`config.mk`:
```
export PLATFORM = sky130hd
export DESIGN_NAME = ticket_handoff_lock_flat
export DESIGN_NICKNAME = d
export VERILOG_FILES = /design/src/design/thl_pkg.sv /design/src/design/thl_if.sv /design/src/design/ticket_handoff_lock.sv /design/src/design/thl_in_stage.sv /design/src/design/thl_core.sv /design/src/design/thl_out_stage.sv /design/src/flat_wrapper.sv
export SDC_FILE = /design/constraint.sdc
export NUM_CORES = 1
export LEC_CHECK = 0
export BUFFER_PORTS_ARGS = -buffer_cell sky130_fd_sc_hd__buf_2
export CAP_MARGIN = 30
export CORE_MARGIN = 1
export CORE_UTILIZATION = 38
export CTS_CLUSTER_SIZE = 24
export DETAILED_ROUTE_END_ITERATION = 8
export PLACE_DENSITY = 0.68
export SETUP_SLACK_MARGIN = 0.3
export SLEW_MARGIN = 30
export SYNTH_ARGS = -nofsm -noshare
export SYNTH_HDL_FRONTEND = slang
export SYNTH_SLANG_ARGS = --single-unit
```
`constraint.sdc`:
```
create_clock -name clk -period 4.4 [get_ports clk]
set_input_delay 0.66 -clock clk [delete_from_list [all_inputs] [get_ports clk]]
set_output_delay 0.66 -clock clk [all_outputs]
set_load 0.1 [all_outputs]
```
`src/design/thl_pkg.sv`:
```
`timescale 1ns / 1ps
`default_nettype none

package thl_pkg;

  localparam int OP_W            = 2;
  localparam int REQ_ID_W        = 8;
  localparam int TICKET_W        = 16;
  localparam int STATUS_W        = 3;
  localparam int ID_BITS_DEF     = 8;
  localparam int TICKET_BITS_DEF = 16;

  typedef enum logic [OP_W-1:0] {
    OP_LOCK        = 2'd0,
    OP_UNLOCK      = 2'd1,
    OP_ISSUE       = 2'd2,
    OP_TICKET_LOCK = 2'd3
  } op_t;

  typedef enum logic [STATUS_W-1:0] {
    ST_OK        = 3'd0,
    ST_WAIT      = 3'd1,
    ST_DEADLOCK  = 3'd2,
    ST_NOT_OWNER = 3'd3,
    ST_EXHAUSTED = 3'd4,
    ST_INVALID   = 3'd5
  } status_t;

  typedef struct packed {
    op_t                 operation;
    logic [REQ_ID_W-1:0] requester;
    logic [TICKET_W-1:0] ticket_in;
  } req_t;

  typedef struct packed {
    status_t             status;
    logic [TICKET_W-1:0] ticket_out;
  } rsp_t;

  typedef struct packed {
    logic held;
    logic owner_valid;
    logic tickets_out;
    logic ticket_idle;
  } lock_flags_t;

endpackage

`default_nettype wire

```
`src/design/thl_if.sv`:
```
`timescale 1ns / 1ps
`default_nettype none

interface thl_req_if import thl_pkg::*; ();
  logic                valid;
  logic                ready;
  op_t                 operation;
  logic [REQ_ID_W-1:0] requester;
  logic [TICKET_W-1:0] ticket_in;

  modport source (output valid, operation, requester, ticket_in, input ready);
  modport sink   (input valid, operation, requester, ticket_in, output ready);
endinterface

interface thl_rsp_if import thl_pkg::*; ();
  logic                valid;
  logic                ready;
  status_t             status;
  logic [TICKET_W-1:0] ticket_out;

  modport source (output valid, status, ticket_out, input ready);
  modport sink   (input valid, status, ticket_out, output ready);
endinterface

`default_nettype wire

```
`src/design/ticket_handoff_lock.sv`:
```
// A request accepted from in_req enters the input register, then passes through the decision logic
//   into the result register, which drives out_rsp. Throughput: one request per cycle
//   unless out_rsp stalls; lock state updates as a request enters the result register.
// Reset (rst_n low, synchronous): no owner, lock free, no tickets out, both ticket counters zero,
//   both pipeline registers empty.
`timescale 1ns / 1ps
`default_nettype none

module ticket_handoff_lock import thl_pkg::*; #(
  parameter int ID_BITS     = ID_BITS_DEF,
  parameter int TICKET_BITS = TICKET_BITS_DEF
) (
  input wire          clk,
  input wire          rst_n,
  thl_req_if.sink     in_req,
  thl_rsp_if.source   out_rsp
);

  req_t        req_s;
  req_t        s1_req;
  logic        s1_valid;
  logic        s2_ready;
  rsp_t        core_rsp;
  rsp_t        out_s;
  lock_flags_t flags;
  logic        fire;

  assign req_s.operation = in_req.operation;
  assign req_s.requester = in_req.requester;
  assign req_s.ticket_in = in_req.ticket_in;

  assign fire = s1_valid && s2_ready;

  thl_in_stage u_in (
    .clk      (clk),
    .rst_n    (rst_n),
    .in_valid (in_req.valid),
    .in_req   (req_s),
    .in_ready (in_req.ready),
    .adv      (s2_ready),
    .s_valid  (s1_valid),
    .s_req    (s1_req)
  );

  thl_core #(
    .ID_BITS     (ID_BITS),
    .TICKET_BITS (TICKET_BITS)
  ) u_core (
    .clk   (clk),
    .rst_n (rst_n),
    .fire  (fire),
    .req   (s1_req),
    .rsp   (core_rsp),
    .flags (flags)
  );

  thl_out_stage u_out (
    .clk       (clk),
    .rst_n     (rst_n),
    .in_valid  (s1_valid),
    .in_rsp    (core_rsp),
    .in_ready  (s2_ready),
    .out_valid (out_rsp.valid),
    .out_rsp   (out_s),
    .out_ready (out_rsp.ready)
  );

  assign out_rsp.status     = out_s.status;
  assign out_rsp.ticket_out = out_s.ticket_out;

  a_held_has_owner: assert property (@(posedge clk) disable iff (!rst_n)
    flags.held |-> flags.owner_valid)
    else $error("lock held without an owner");

  a_idle_counters: assert property (@(posedge clk) disable iff (!rst_n)
    !flags.tickets_out |-> flags.ticket_idle)
    else $error("ticket counters not cleared while no tickets out");

  a_ticket_only_ok: assert property (@(posedge clk) disable iff (!rst_n)
    (out_rsp.valid && (out_rsp.ticket_out != '0)) |-> (out_rsp.status == ST_OK))
    else $error("ticket returned with a failing status");

  a_request_moves: assert property (@(posedge clk) disable iff (!rst_n)
    fire |=> out_rsp.valid)
    else $error("request lost between stages");

endmodule

`default_nettype wire

```
`src/design/thl_in_stage.sv`:
```
`timescale 1ns / 1ps
`default_nettype none

module thl_in_stage import thl_pkg::*; (
  input  wire  clk,
  input  wire  rst_n,
  input  wire  in_valid,
  input  req_t in_req,
  output logic in_ready,
  input  wire  adv,
  output logic s_valid,
  output req_t s_req
);

  logic valid_r;
  req_t req_r;

  assign in_ready = !valid_r || adv;
  assign s_valid  = valid_r;
  assign s_req    = req_r;

  always_ff @(posedge clk) begin
    if (!rst_n) begin
      valid_r <= 1'b0;
    end else if (in_ready) begin
      valid_r <= in_valid;
    end
  end

  always_ff @(posedge clk) begin
    if (in_ready && in_valid) begin
      req_r <= in_req;
    end
  end

endmodule

`default_nettype wire

```
`src/design/thl_core.sv`:
```
`timescale 1ns / 1ps
`default_nettype none

module thl_core import thl_pkg::*; #(
  parameter int ID_BITS     = ID_BITS_DEF,
  parameter int TICKET_BITS = TICKET_BITS_DEF
) (
  input  wire         clk,
  input  wire         rst_n,
  input  wire         fire,
  input  req_t        req,
  output rsp_t        rsp,
  output lock_flags_t flags
);

  // compare width wide enough for both the stored ticket and the presented one
  localparam int CW = (TICKET_BITS > TICKET_W) ? TICKET_BITS : TICKET_W;

  logic [ID_BITS-1:0]     owner_r, owner_nxt;
  logic                   owner_valid_r, owner_valid_nxt;
  logic                   held_r, held_nxt;
  logic                   tickets_out_r, tickets_out_nxt;
  logic [TICKET_BITS-1:0] serving_r, serving_nxt;
  logic [TICKET_BITS-1:0] last_r, last_nxt;

  logic [ID_BITS-1:0]     who;
  logic [CW-1:0]          tk_w;
  logic [CW-1:0]          serving_w;
  logic [CW-1:0]          last_w;
  logic [TICKET_BITS-1:0] next_tk;
  logic [TICKET_BITS-1:0] issued;
  logic                   is_owner;
  status_t                status;

  assign who       = ID_BITS'(req.requester);
  assign tk_w      = CW'(req.ticket_in);
  assign serving_w = CW'(serving_r);
  assign last_w    = CW'(last_r);
  assign next_tk   = last_r + TICKET_BITS'(1);
  assign is_owner  = owner_valid_r && (owner_r == who);

  always_comb begin
    owner_nxt       = owner_r;
    owner_valid_nxt = owner_valid_r;
    held_nxt        = held_r;
    tickets_out_nxt = tickets_out_r;
    serving_nxt     = serving_r;
    last_nxt        = last_r;
    status          = ST_OK;
    issued          = '0;
    unique case (req.operation)
      OP_LOCK: begin
        if (is_owner && !tickets_out_r) begin
          status = ST_DEADLOCK;
        end else if (held_r || tickets_out_r) begin
          status = ST_WAIT;
        end else begin
          held_nxt        = 1'b1;
          owner_nxt       = who;
          owner_valid_nxt = 1'b1;
        end
      end
      OP_UNLOCK: begin
        if (!is_owner) begin
          status = ST_NOT_OWNER;
        end else if (tickets_out_r) begin
          serving_nxt = serving_r + TICKET_BITS'(1);
        end else begin
          held_nxt        = 1'b0;
          owner_nxt       = '0;
          owner_valid_nxt = 1'b0;
        end
      end
      OP_ISSUE: begin
        if (next_tk == serving_r) begin
          status = ST_EXHAUSTED;
        end else begin
          issued          = next_tk;
          tickets_out_nxt = 1'b1;
          last_nxt        = next_tk;
        end
      end
      OP_TICKET_LOCK: begin
        if (!tickets_out_r) begin
          status = ST_INVALID;
        end else if (serving_w != tk_w) begin
          status = ST_WAIT;
        end else begin
          owner_nxt       = who;
          owner_valid_nxt = 1'b1;
          // last ticket handed over: ticket state back to idle
          if (last_w == tk_w) begin
            tickets_out_nxt = 1'b0;
            serving_nxt     = '0;
            last_nxt        = '0;
          end
        end
      end
    endcase
  end

  assign rsp.status     = status;
  assign rsp.ticket_out = TICKET_W'(issued);

  assign flags.held        = held_r;
  assign flags.owner_valid = owner_valid_r;
  assign flags.tickets_out = tickets_out_r;
  assign flags.ticket_idle = (serving_r == '0) && (last_r == '0);

  always_ff @(posedge clk) begin
    if (!rst_n) begin
      owner_r       <= '0;
      owner_valid_r <= 1'b0;
      held_r        <= 1'b0;
      tickets_out_r <= 1'b0;
      serving_r     <= '0;
      last_r        <= '0;
    end else if (fire) begin
      owner_r       <= owner_nxt;
      owner_valid_r <= owner_valid_nxt;
      held_r        <= held_nxt;
      tickets_out_r <= tickets_out_nxt;
      serving_r     <= serving_nxt;
      last_r        <= last_nxt;
    end
  end

endmodule

`default_nettype wire

```
`src/design/thl_out_stage.sv`:
```
`timescale 1ns / 1ps
`default_nettype none

module thl_out_stage import thl_pkg::*; (
  input  wire  clk,
  input  wire  rst_n,
  input  wire  in_valid,
  input  rsp_t in_rsp,
  output logic in_ready,
  output logic out_valid,
  output rsp_t out_rsp,
  input  wire  out_ready
);

  logic valid_r;
  rsp_t rsp_r;

  assign in_ready  = !valid_r || out_ready;
  assign out_valid = valid_r;
  assign out_rsp   = rsp_r;

  always_ff @(posedge clk) begin
    if (!rst_n) begin
      valid_r <= 1'b0;
    end else if (in_ready) begin
      valid_r <= in_valid;
    end
  end

  always_ff @(posedge clk) begin
    if (in_ready && in_valid) begin
      rsp_r <= in_rsp;
    end
  end

endmodule

`default_nettype wire

```
`src/flat_wrapper.sv`:
```
// flat-port wrapper written by rule: the top's interface ports become plain ports
module ticket_handoff_lock_flat import thl_pkg::*;
#(
  parameter int ID_BITS     = ID_BITS_DEF,
  parameter int TICKET_BITS = TICKET_BITS_DEF
)
  (clk, rst_n, in_req_valid, in_req_operation, in_req_requester, in_req_ticket_in, in_req_ready, out_rsp_valid, out_rsp_status, out_rsp_ticket_out, out_rsp_ready);
  thl_req_if in_req_i ();
  thl_rsp_if out_rsp_i ();
  input wire clk;
  input wire rst_n;
  input wire logic [$bits(in_req_i.valid)-1:0] in_req_valid;
  input wire logic [$bits(in_req_i.operation)-1:0] in_req_operation;
  input wire logic [$bits(in_req_i.requester)-1:0] in_req_requester;
  input wire logic [$bits(in_req_i.ticket_in)-1:0] in_req_ticket_in;
  output wire logic [$bits(in_req_i.ready)-1:0] in_req_ready;
  output wire logic [$bits(out_rsp_i.valid)-1:0] out_rsp_valid;
  output wire logic [$bits(out_rsp_i.status)-1:0] out_rsp_status;
  output wire logic [$bits(out_rsp_i.ticket_out)-1:0] out_rsp_ticket_out;
  input wire logic [$bits(out_rsp_i.ready)-1:0] out_rsp_ready;
  assign in_req_i.valid = in_req_valid;
  assign in_req_i.operation = in_req_operation;
  assign in_req_i.requester = in_req_requester;
  assign in_req_i.ticket_in = in_req_ticket_in;
  assign in_req_ready = in_req_i.ready;
  assign out_rsp_valid = out_rsp_i.valid;
  assign out_rsp_status = out_rsp_i.status;
  assign out_rsp_ticket_out = out_rsp_i.ticket_out;
  assign out_rsp_i.ready = out_rsp_ready;
  ticket_handoff_lock #(.ID_BITS(ID_BITS), .TICKET_BITS(TICKET_BITS)) u_core (.clk(clk), .rst_n(rst_n), .in_req(in_req_i), .out_rsp(out_rsp_i));
endmodule
```
# --- Word level (Yosys, flattened, before mapping) ---
# Index checks and enable logic that the tools add are counted.
op_classes:
  mux: 35
  n_addsub: 2
  n_reduce_logical: 21
  n_eq_ne: 16
  bitwise_logic: 1
op_table:
  columns: ["op", "n"]
  rows:
  - ["two-way mux 16 bit", 6]
  - ["one-hot mux 16 bit (2 select lines)", 2]
  - ["two-way mux 8 bit", 6]
  - ["adder 16 x 1 -> 16 bit (second input constant)", 2]
  - ["== test 16 bit", 2]
  - ["one-hot mux 8 bit (3 select lines)", 1]
  - ["!= test 2 bit (second input constant)", 9]
  - ["!= test 16 bit", 1]
  - ["two-way mux 1 bit", 12]
  - ["one-hot mux 3 bit (4 select lines)", 1]
  - ["AND reduction 6 bit", 2]
  - ["== test 8 bit", 1]
  - ["AND reduction 8 bit", 1]
  - ["AND reduction 7 bit", 1]
  - ["two-way mux 3 bit", 2]
  - ["nonzero test 2 bit", 3]
  - ["== test 2 bit (second input constant)", 2]
  - ["logical AND 1 bit", 4]
  - ["two-way mux 2 bit", 2]
  - ["one-hot mux 1 bit (2 select lines)", 2]
  - ["logical NOT 1 bit", 3]
  - ["logical OR 1 bit", 3]
  - ["one-hot mux 1 bit (3 select lines)", 1]
  - ["AND reduction 3 bit", 1]
  - ["other kinds (5)", 5]
totals:
  wordCells: 88
  input_bits: 30
  out_inout_bits: 21
  reg_bits: 90

# --- Longest topological paths before layout ---
logic_depth:
  word_depth: 5
  ltp_mapped: 11
  ltp_nobuf: 9

# --- Cells and area by module ---
# Synthesis repeated with hierarchy kept, for this count alone.
hier_totals:
  cells_unflattened: 513
  area_unflattened_um2: 5001.0
by_module_without_submodules:
  columns: ["module", "area_per_inst_um2", "seq_area_each_um2", "cells_each", "n_inst"]
  rows:
  - ["thl_core", 3528.4, 860.8, 457, 1]
  - ["thl_in_stage", 838.3, 800.8, 31, 1]
  - ["thl_out_stage", 628.1, 590.6, 24, 1]
  - ["ticket_handoff_lock", 6.3, 0.0, 1, 1]

# --- Worst setup path before layout ---
# No wires, ideal clock.
synth_timing:
  path_type: "register to register"
  from: "register u_core.u_out.valid_r (netlist: u_core.u_out.out_valid)"
  to: "register u_core.u_core.last_r[0]"
  path_slack_ns: 1.286
  stages_incl_launch_ff: 10
  setup_ns: 0.114
  n_path_buf: 2
  t_required_ns: 4.286
  arrival_ns: 3.000
  synth_period_minus_slack_ns: 3.114
  path_cell_list: "dfxtp_1 -> nor2b_1 -> nor2b_1 -> clkbuf_1 -> nand2_1 -> or3_1 -> nand2_2 -> and2b_1 -> buf_6 -> a21o_1"
synth_via:
  elab_chain_len: 4
synth_rtl:
  columns: ["element", "line", "rtl"]
  rows:
  - ["start, declared", "thl_out_stage.sv:15", "logic valid_r;"]
  - ["start signal, assigned", "thl_out_stage.sv:26", "valid_r <= in_valid;"]
  - ["logical NOT 1 bit", "thl_out_stage.sv:18", "assign in_ready = !valid_r || out_ready;"]
  - ["logical OR 1 bit", "thl_out_stage.sv:18", null]
  - ["logical AND 1 bit", "ticket_handoff_lock.sv:32", "assign fire = s1_valid && s2_ready;"]
  - ["net u_core.fire", "ticket_handoff_lock.sv:26", "logic fire;"]
  - ["AND reduction 6 bit (no line)", null, null]
  - ["end signal, assigned", "thl_core.sv:124", "last_r <= last_nxt;"]
  - ["end, declared", "thl_core.sv:24", "logic [TICKET_BITS-1:0] last_r, last_nxt;"]
# The timed path passes the listed nets, and every way through them passes these cells.
# A chain may end at the register's enable or synchronous reset.

# --- Final worst setup path ---
layout_timing:
  from: "register u_core.u_core.last_r[2]"
  to: "register u_core.u_core.last_r[3]"
layout_via:
  elab_chain_len: 4
  word_cells_on_any_way: 8
  cone_classes: "add/sub: 1; eq/ne: 4; mux: 2; reduce/logical: 1"
layout_rtl:
  columns: ["element", "line", "rtl"]
  rows:
  - ["adder 16 x 1 -> 16 bit", "thl_core.sv:39", "assign next_tk = last_r + TICKET_BITS'(1);"]
  - ["== test 16 bit", "thl_core.sv:75", "if (next_tk == serving_r) begin"]
  - ["!= test 2 bit (no line)", null, null]
  - ["AND reduction 6 bit (no line)", null, null]
# Parallel ways exist; a longest one is shown, timed or not. The select of a mux whose other input is x is not followed.

==> report_table.html <==
<table>
<tr><th>Metric</th><th>Value</th></tr>
<tr><th colspan="2">Outcome</th></tr>
<tr><td>Status</td><td>finished, final reports clean</td></tr>
<tr><th colspan="2">Synth</th></tr>
<tr><td>Number of library cell types mapped by synthesis</td><td>between 60 and 70</td></tr>
<tr><td>Primary FF master, synth</td><td>sky130_fd_sc_hd__edfxtp_1</td></tr>
<tr><td>Syn_area_per_cell</td><td>9.68 um2</td></tr>
<tr><td>Count of flip-flops with a built-in enable after synthesis</td><td>45</td></tr>
<tr><td>Fraction of the mapped netlist area in compound gates</td><td>between 10% and 20%</td></tr>
<tr><td>Number of warnings reported in the yosys synthesis log</td><td>0</td></tr>
<tr><td>Cells after synthesis</td><td>508</td></tr>
<tr><td>Register bit count reported by yosys</td><td>90</td></tr>
<tr><td>Synthesized-area fraction occupied by xor and xnor cells</td><td>14.0%</td></tr>
<tr><td>Post-Synthesis Cell Area</td><td>0.00492 mm2</td></tr>
<tr><td>Share of synthesized registers carrying an async set or reset</td><td>0%</td></tr>
<tr><td>Area share of the largest cell type after synthesis</td><td>between 20% and 30%</td></tr>
<tr><td>Post-synthesis share of cell area spent on and, or, nand and nor gates</td><td>between 20% and 30%</td></tr>
<tr><td>Top post-synthesis cells by area</td><td>sky130_fd_sc_hd__edfxtp_1 27%, sky130_fd_sc_hd__dfxtp_1 18%, sky130_fd_sc_hd__xnor2_1 11%, sky130_fd_sc_hd__nand2_1 3.4%, sky130_fd_sc_hd__nor2_1 3.3%</td></tr>
<tr><td>Adder-cell area share of the yosys netlist</td><td>0.509%</td></tr>
<tr><td>Share of the yosys chip area belonging to registers</td><td>45.8%</td></tr>
<tr><td>Synthesized net count</td><td>540</td></tr>
<tr><td>Combinational family with the most area after synthesis</td><td>simple AND/OR/NAND/NOR gates</td></tr>
<tr><td>Mux cell area share after synthesis</td><td>less than 1%</td></tr>
<tr><td>Largest area contributor in the netlist</td><td>sky130_fd_sc_hd__edfxtp_1</td></tr>
<tr><th colspan="2">Placed design</th></tr>
<tr><td>Detailed-placement wirelength estimate</td><td>8330 um</td></tr>
<tr><td>Setup slack after placement</td><td>between 0.8 and 0.9 ns</td></tr>
<tr><td>Port Buffer Count</td><td>50</td></tr>
<tr><td>Routability congestion estimate</td><td>just under 0.9</td></tr>
<tr><th colspan="2">Clocking</th></tr>
<tr><td>Clock transition time at the flip-flop clock pins of the worst setup and hold paths</td><td>roughly 0.060 ns</td></tr>
<tr><td>CTS tree</td><td>built</td></tr>
<tr><td>Max Buffers Root-to-Sink</td><td>2</td></tr>
<tr><td>Number of setup buffers added after CTS</td><td>0</td></tr>
<tr><td>CTS root buf</td><td>sky130_fd_sc_hd__clkbuf_16</td></tr>
<tr><td>H-tree lvl count</td><td>3</td></tr>
<tr><td>Resized Gates After CTS</td><td>0</td></tr>
<tr><td>CTS sink count</td><td>90</td></tr>
<tr><td>TritonCTS Buffers</td><td>9</td></tr>
<tr><td>Number of buffers added to fix hold violations after cts</td><td>0</td></tr>
<tr><td>Clock insertion delay at the later pin of the skew report</td><td>~0.35 ns</td></tr>
<tr><th colspan="2">Floorplanning</th></tr>
<tr><td>Total Die Area</td><td>between 0.01 and 0.015 mm2</td></tr>
<tr><td>Number of placement rows</td><td>41</td></tr>
<tr><td>Starting density of the core</td><td>between 30% and 40%</td></tr>
<tr><td>Count of pins on the block boundary</td><td>a little over 50</td></tr>
<tr><td>Core Region</td><td>around 0.013 mm2</td></tr>
<tr><td>Horizontal extent of the die</td><td>approximately 120 um</td></tr>
<tr><td>Die Y</td><td>between 100 and 150 um</td></tr>
<tr><th colspan="2">Timing</th></tr>
<tr><td>Shortest clock period the worst path allows after layout</td><td>about 3.6 ns</td></tr>
<tr><td>Slew of the pin with the lowest slew margin</td><td>a little under 0.7 ns</td></tr>
<tr><td>Minimum setup slack in the final design</td><td>0.801 ns</td></tr>
<tr><td>Post-route clock period utilization</td><td>between 80% and 90%</td></tr>
<tr><td>Minimum hold slack</td><td>~0.47 ns</td></tr>
<tr><td>Final hold viol count</td><td>0</td></tr>
<tr><td>Maximum clock skew at final layout</td><td>roughly 0.0086 ns</td></tr>
<tr><td>Maximum operating frequency</td><td>278 MHz</td></tr>
<tr><td>Max Slew Vio Count</td><td>0</td></tr>
<tr><td>Number of failing setup endpoints in the final timing report</td><td>0</td></tr>
<tr><td>RSZ-0062 raised after global routing</td><td>no</td></tr>
<tr><td>Setup TNS</td><td>0 ns</td></tr>
<tr><td>Worst relative slew slack</td><td>a little over half</td></tr>
<tr><th colspan="2">Critical path</th></tr>
<tr><td>Largest incremental delay on the critical path</td><td>0.63 ns</td></tr>
<tr><td>Data required time at the worst endpoint</td><td>4.62 ns</td></tr>
<tr><td>Critical register-to-register path startpoint</td><td>u_core.u_core.last_r[2]</td></tr>
<tr><td>Family of cells with the greatest summed delay on the critical path</td><td>simple AND/OR/NAND/NOR gates</td></tr>
<tr><td>Total stage count of the critical path</td><td>8</td></tr>
<tr><td>Buf+Inv Stages, Crit Path</td><td>0</td></tr>
<tr><td>Series of cell instances along the critical path</td><td>nand4_1, nor4_1, xnor3_1, nand2_1, or4b_4, o211ai_2, o32a_1, o21ai_0</td></tr>
<tr><td>Worst setup slack for register-to-register paths</td><td>0.80 ns</td></tr>
<tr><td>Slowest cell on the critical path</td><td>sky130_fd_sc_hd__nor4_1</td></tr>
<tr><td>Data arrival at the endpoint of the critical path</td><td>between 3 and 4 ns</td></tr>
<tr><td>Crit path capture type</td><td>flop</td></tr>
<tr><td>Terminus of the critical flop-to-flop path</td><td>u_core.u_core.last_r[3]</td></tr>
<tr><td>Crit Path Category</td><td>reg2reg</td></tr>
<tr><td>Largest fanout of any net on the critical path</td><td>13</td></tr>
<tr><td>Kind of start point of the critical path</td><td>flop</td></tr>
<tr><td>Depth of the most critical reg-to-reg path</td><td>8</td></tr>
<tr><th colspan="2">GRT</th></tr>
<tr><td>GRT Total Usage</td><td>17.9%</td></tr>
<tr><td>Via count of the first global-routing pass</td><td>3493</td></tr>
<tr><td>First-pass GRT wire length</td><td>between 15000 and 20000 um</td></tr>
<tr><td>Initial antenna violation count</td><td>0</td></tr>
<tr><td>Pin count of the biggest net entering global routing</td><td>27</td></tr>
<tr><td>Global route total overflow</td><td>0</td></tr>
<tr><th colspan="2">Power and ir drop</th></tr>
<tr><td>Peak VDD IR</td><td>0.239 mV</td></tr>
<tr><td>Cell Pwr Density</td><td>about 340 mW/mm2</td></tr>
<tr><td>Leakage power figure</td><td>1.82 nW</td></tr>
<tr><th colspan="2">Min path</th></tr>
<tr><td>Startpoint of the worst hold path</td><td>u_core.u_core.owner_r[6]</td></tr>
<tr><td>Destination of the worst hold path</td><td>u_core.u_core.owner_r[6]</td></tr>
<tr><td>Depth of the worst hold-timing path</td><td>2</td></tr>
<tr><td>Class of the most critical hold timing path</td><td>reg2reg</td></tr>
<tr><th colspan="2">Layout</th></tr>
<tr><td>Layout cell share with drive strength beyond 1</td><td>between 15 and 20%</td></tr>
<tr><td>Most frequent cells in the layout</td><td>64 x sky130_fd_sc_hd__xnor2_1, 50 x sky130_fd_sc_hd__buf_2, 45 x sky130_fd_sc_hd__nand2_1, 45 x sky130_fd_sc_hd__dfxtp_1, 45 x sky130_fd_sc_hd__edfxtp_1</td></tr>
<tr><td>Layout Area Growth over Synthesis</td><td>11.2%</td></tr>
<tr><td>Leading cell type in the layout, fill and taps excluded</td><td>sky130_fd_sc_hd__xnor2_1</td></tr>
<tr><td>Final Net Count</td><td>~560</td></tr>
<tr><td>Antenna Cells</td><td>0</td></tr>
<tr><th colspan="2">Run</th></tr>
<tr><td>Max-cap violations</td><td>0</td></tr>
<tr><th colspan="2">Route</th></tr>
<tr><td>DRC</td><td>0</td></tr>
<tr><td>1st-pass router iterations</td><td>6</td></tr>
<tr><td>Per-cell routed wire length</td><td>15.9 um</td></tr>
<tr><td>Aggregate routed wire length</td><td>11200 um</td></tr>
<tr><td>Via count</td><td>approximately 3800</td></tr>
<tr><td>Number of nets with antenna violations after detailed routing</td><td>0</td></tr>
<tr><td>Number of vias per cell</td><td>between 5 and 6</td></tr>
<tr><td>Starting DRC count in detailed routing</td><td>296</td></tr>
</table>
[worst register-to-register path: stages, from the launching register on]
cell,delay (ns)
sky130_fd_sc_hd__dfxtp_1,0.58
sky130_fd_sc_hd__nand4_1,0.55
sky130_fd_sc_hd__nor4_1,0.63
sky130_fd_sc_hd__xnor3_1,0.22
sky130_fd_sc_hd__nand2_1,0.06
sky130_fd_sc_hd__or4b_4,0.56
sky130_fd_sc_hd__o211ai_2,0.55
sky130_fd_sc_hd__o32a_1,0.24
sky130_fd_sc_hd__o21ai_0,0.08
[per-layer routing]
metal	track usage, %	wire (um)
met1	25.8	5460
met2	27.0	5010
met3	3.50	548
met4	5.64	177
met5	0	0
[flip-flops by register name, summed over array words and instances (netlist names)]
name,flops
u_core.u_core.last_r,16
u_core.u_core.owner_valid_r,1
u_core.u_out.out_rsp,19
u_core.u_core.tickets_out_r,1
u_core.u_in.s_req,26
u_core.u_out.out_valid,1
u_core.u_core.serving_r,16
u_core.u_core.held_r,1
u_core.u_core.owner_r,8
u_core.u_in.s_valid,1
[stage by stage]
stage / util (%) / area [um2] / power, mW / std cells
finish: 43.3 / 5470 / 1.85 / 706
global route: 43.3 / 5470 / 1.92 / 706
CTS: 43.3 / 5470 / 1.87 / 706
detailed placement: 41.0 / 5170 / 1.10 / 690
global placement: 41.0 / 5170 / 1.10 / 690
floorplan: - / 4920 / 1.07 / 508
[synthesized netlist by cell type (3+ instances only)]
cell                        number
sky130_fd_sc_hd__nor2b_1         6
sky130_fd_sc_hd__nand2_1        45
sky130_fd_sc_hd__a21o_1          8
sky130_fd_sc_hd__buf_4           8
sky130_fd_sc_hd__nand3_1        21
sky130_fd_sc_hd__buf_6           3
sky130_fd_sc_hd__or3_1           5
sky130_fd_sc_hd__nor2_1         43
sky130_fd_sc_hd__xnor3_1         3
sky130_fd_sc_hd__inv_1          11
sky130_fd_sc_hd__o2bb2ai_1       4
sky130_fd_sc_hd__and3_1          5
sky130_fd_sc_hd__nor4_1          8
sky130_fd_sc_hd__and2_1          4
sky130_fd_sc_hd__edfxtp_1       45
sky130_fd_sc_hd__xnor2_1        64
sky130_fd_sc_hd__nor3b_1         3
sky130_fd_sc_hd__nor3_1         11
sky130_fd_sc_hd__a21oi_1        20
sky130_fd_sc_hd__xor2_1          7
sky130_fd_sc_hd__mux2i_1         3
sky130_fd_sc_hd__nand4_1        17
sky130_fd_sc_hd__o21ai_0        23
sky130_fd_sc_hd__o21a_1          6
sky130_fd_sc_hd__buf_2          12
sky130_fd_sc_hd__a31oi_1         5
sky130_fd_sc_hd__nand2b_1        9
sky130_fd_sc_hd__clkbuf_1       16
sky130_fd_sc_hd__dfxtp_1        45
[cells by family after synthesis]
group / Yosys count
simple gates: 195
fa+ha+maj: 2
buf+inv: 52
xor+xnor: 74
mux: 3
compound gates: 92
flops: 90
[worst max path at each step]
stage / endpoint / start
6_report: u_core.u_core.last_r[3] / u_core.u_core.last_r[2]
4_1_cts: u_core.u_core.last_r[3] / u_core.u_core.last_r[2]
2_1_floorplan: u_core.u_core.last_r[0] / u_core.u_out.out_valid
5_1_grt: u_core.u_core.last_r[3] / u_core.u_core.last_r[2]
3_5_place_dp: u_core.u_core.last_r[3] / u_core.u_core.last_r[2]
3_3_place_gp: u_core.u_core.last_r[3] / u_core.u_core.last_r[2]
[layout make-up]
| class | instances | area [um2] |
|---|---|---|
| fill | 1232 | 7150 |
| multi-input combinational | 366 | 2400 |
| sequential | 90 | 2250 |
| timing repair buffer | 51 | 258 |
| clock buffer | 11 | 233 |
| tap | 172 | 215 |
| clock inverter | 5 | 62.6 |
| inverter | 11 | 41.3 |
[where the power goes]
group / internal (mW) / switching [mW]
Clock: 0.443 / 0.324
Combinational: 0.0394 / 0.113
Sequential: 0.909 / 0.0222
Total: 1.39 / 0.459
(Power assumes the default switching activity.)
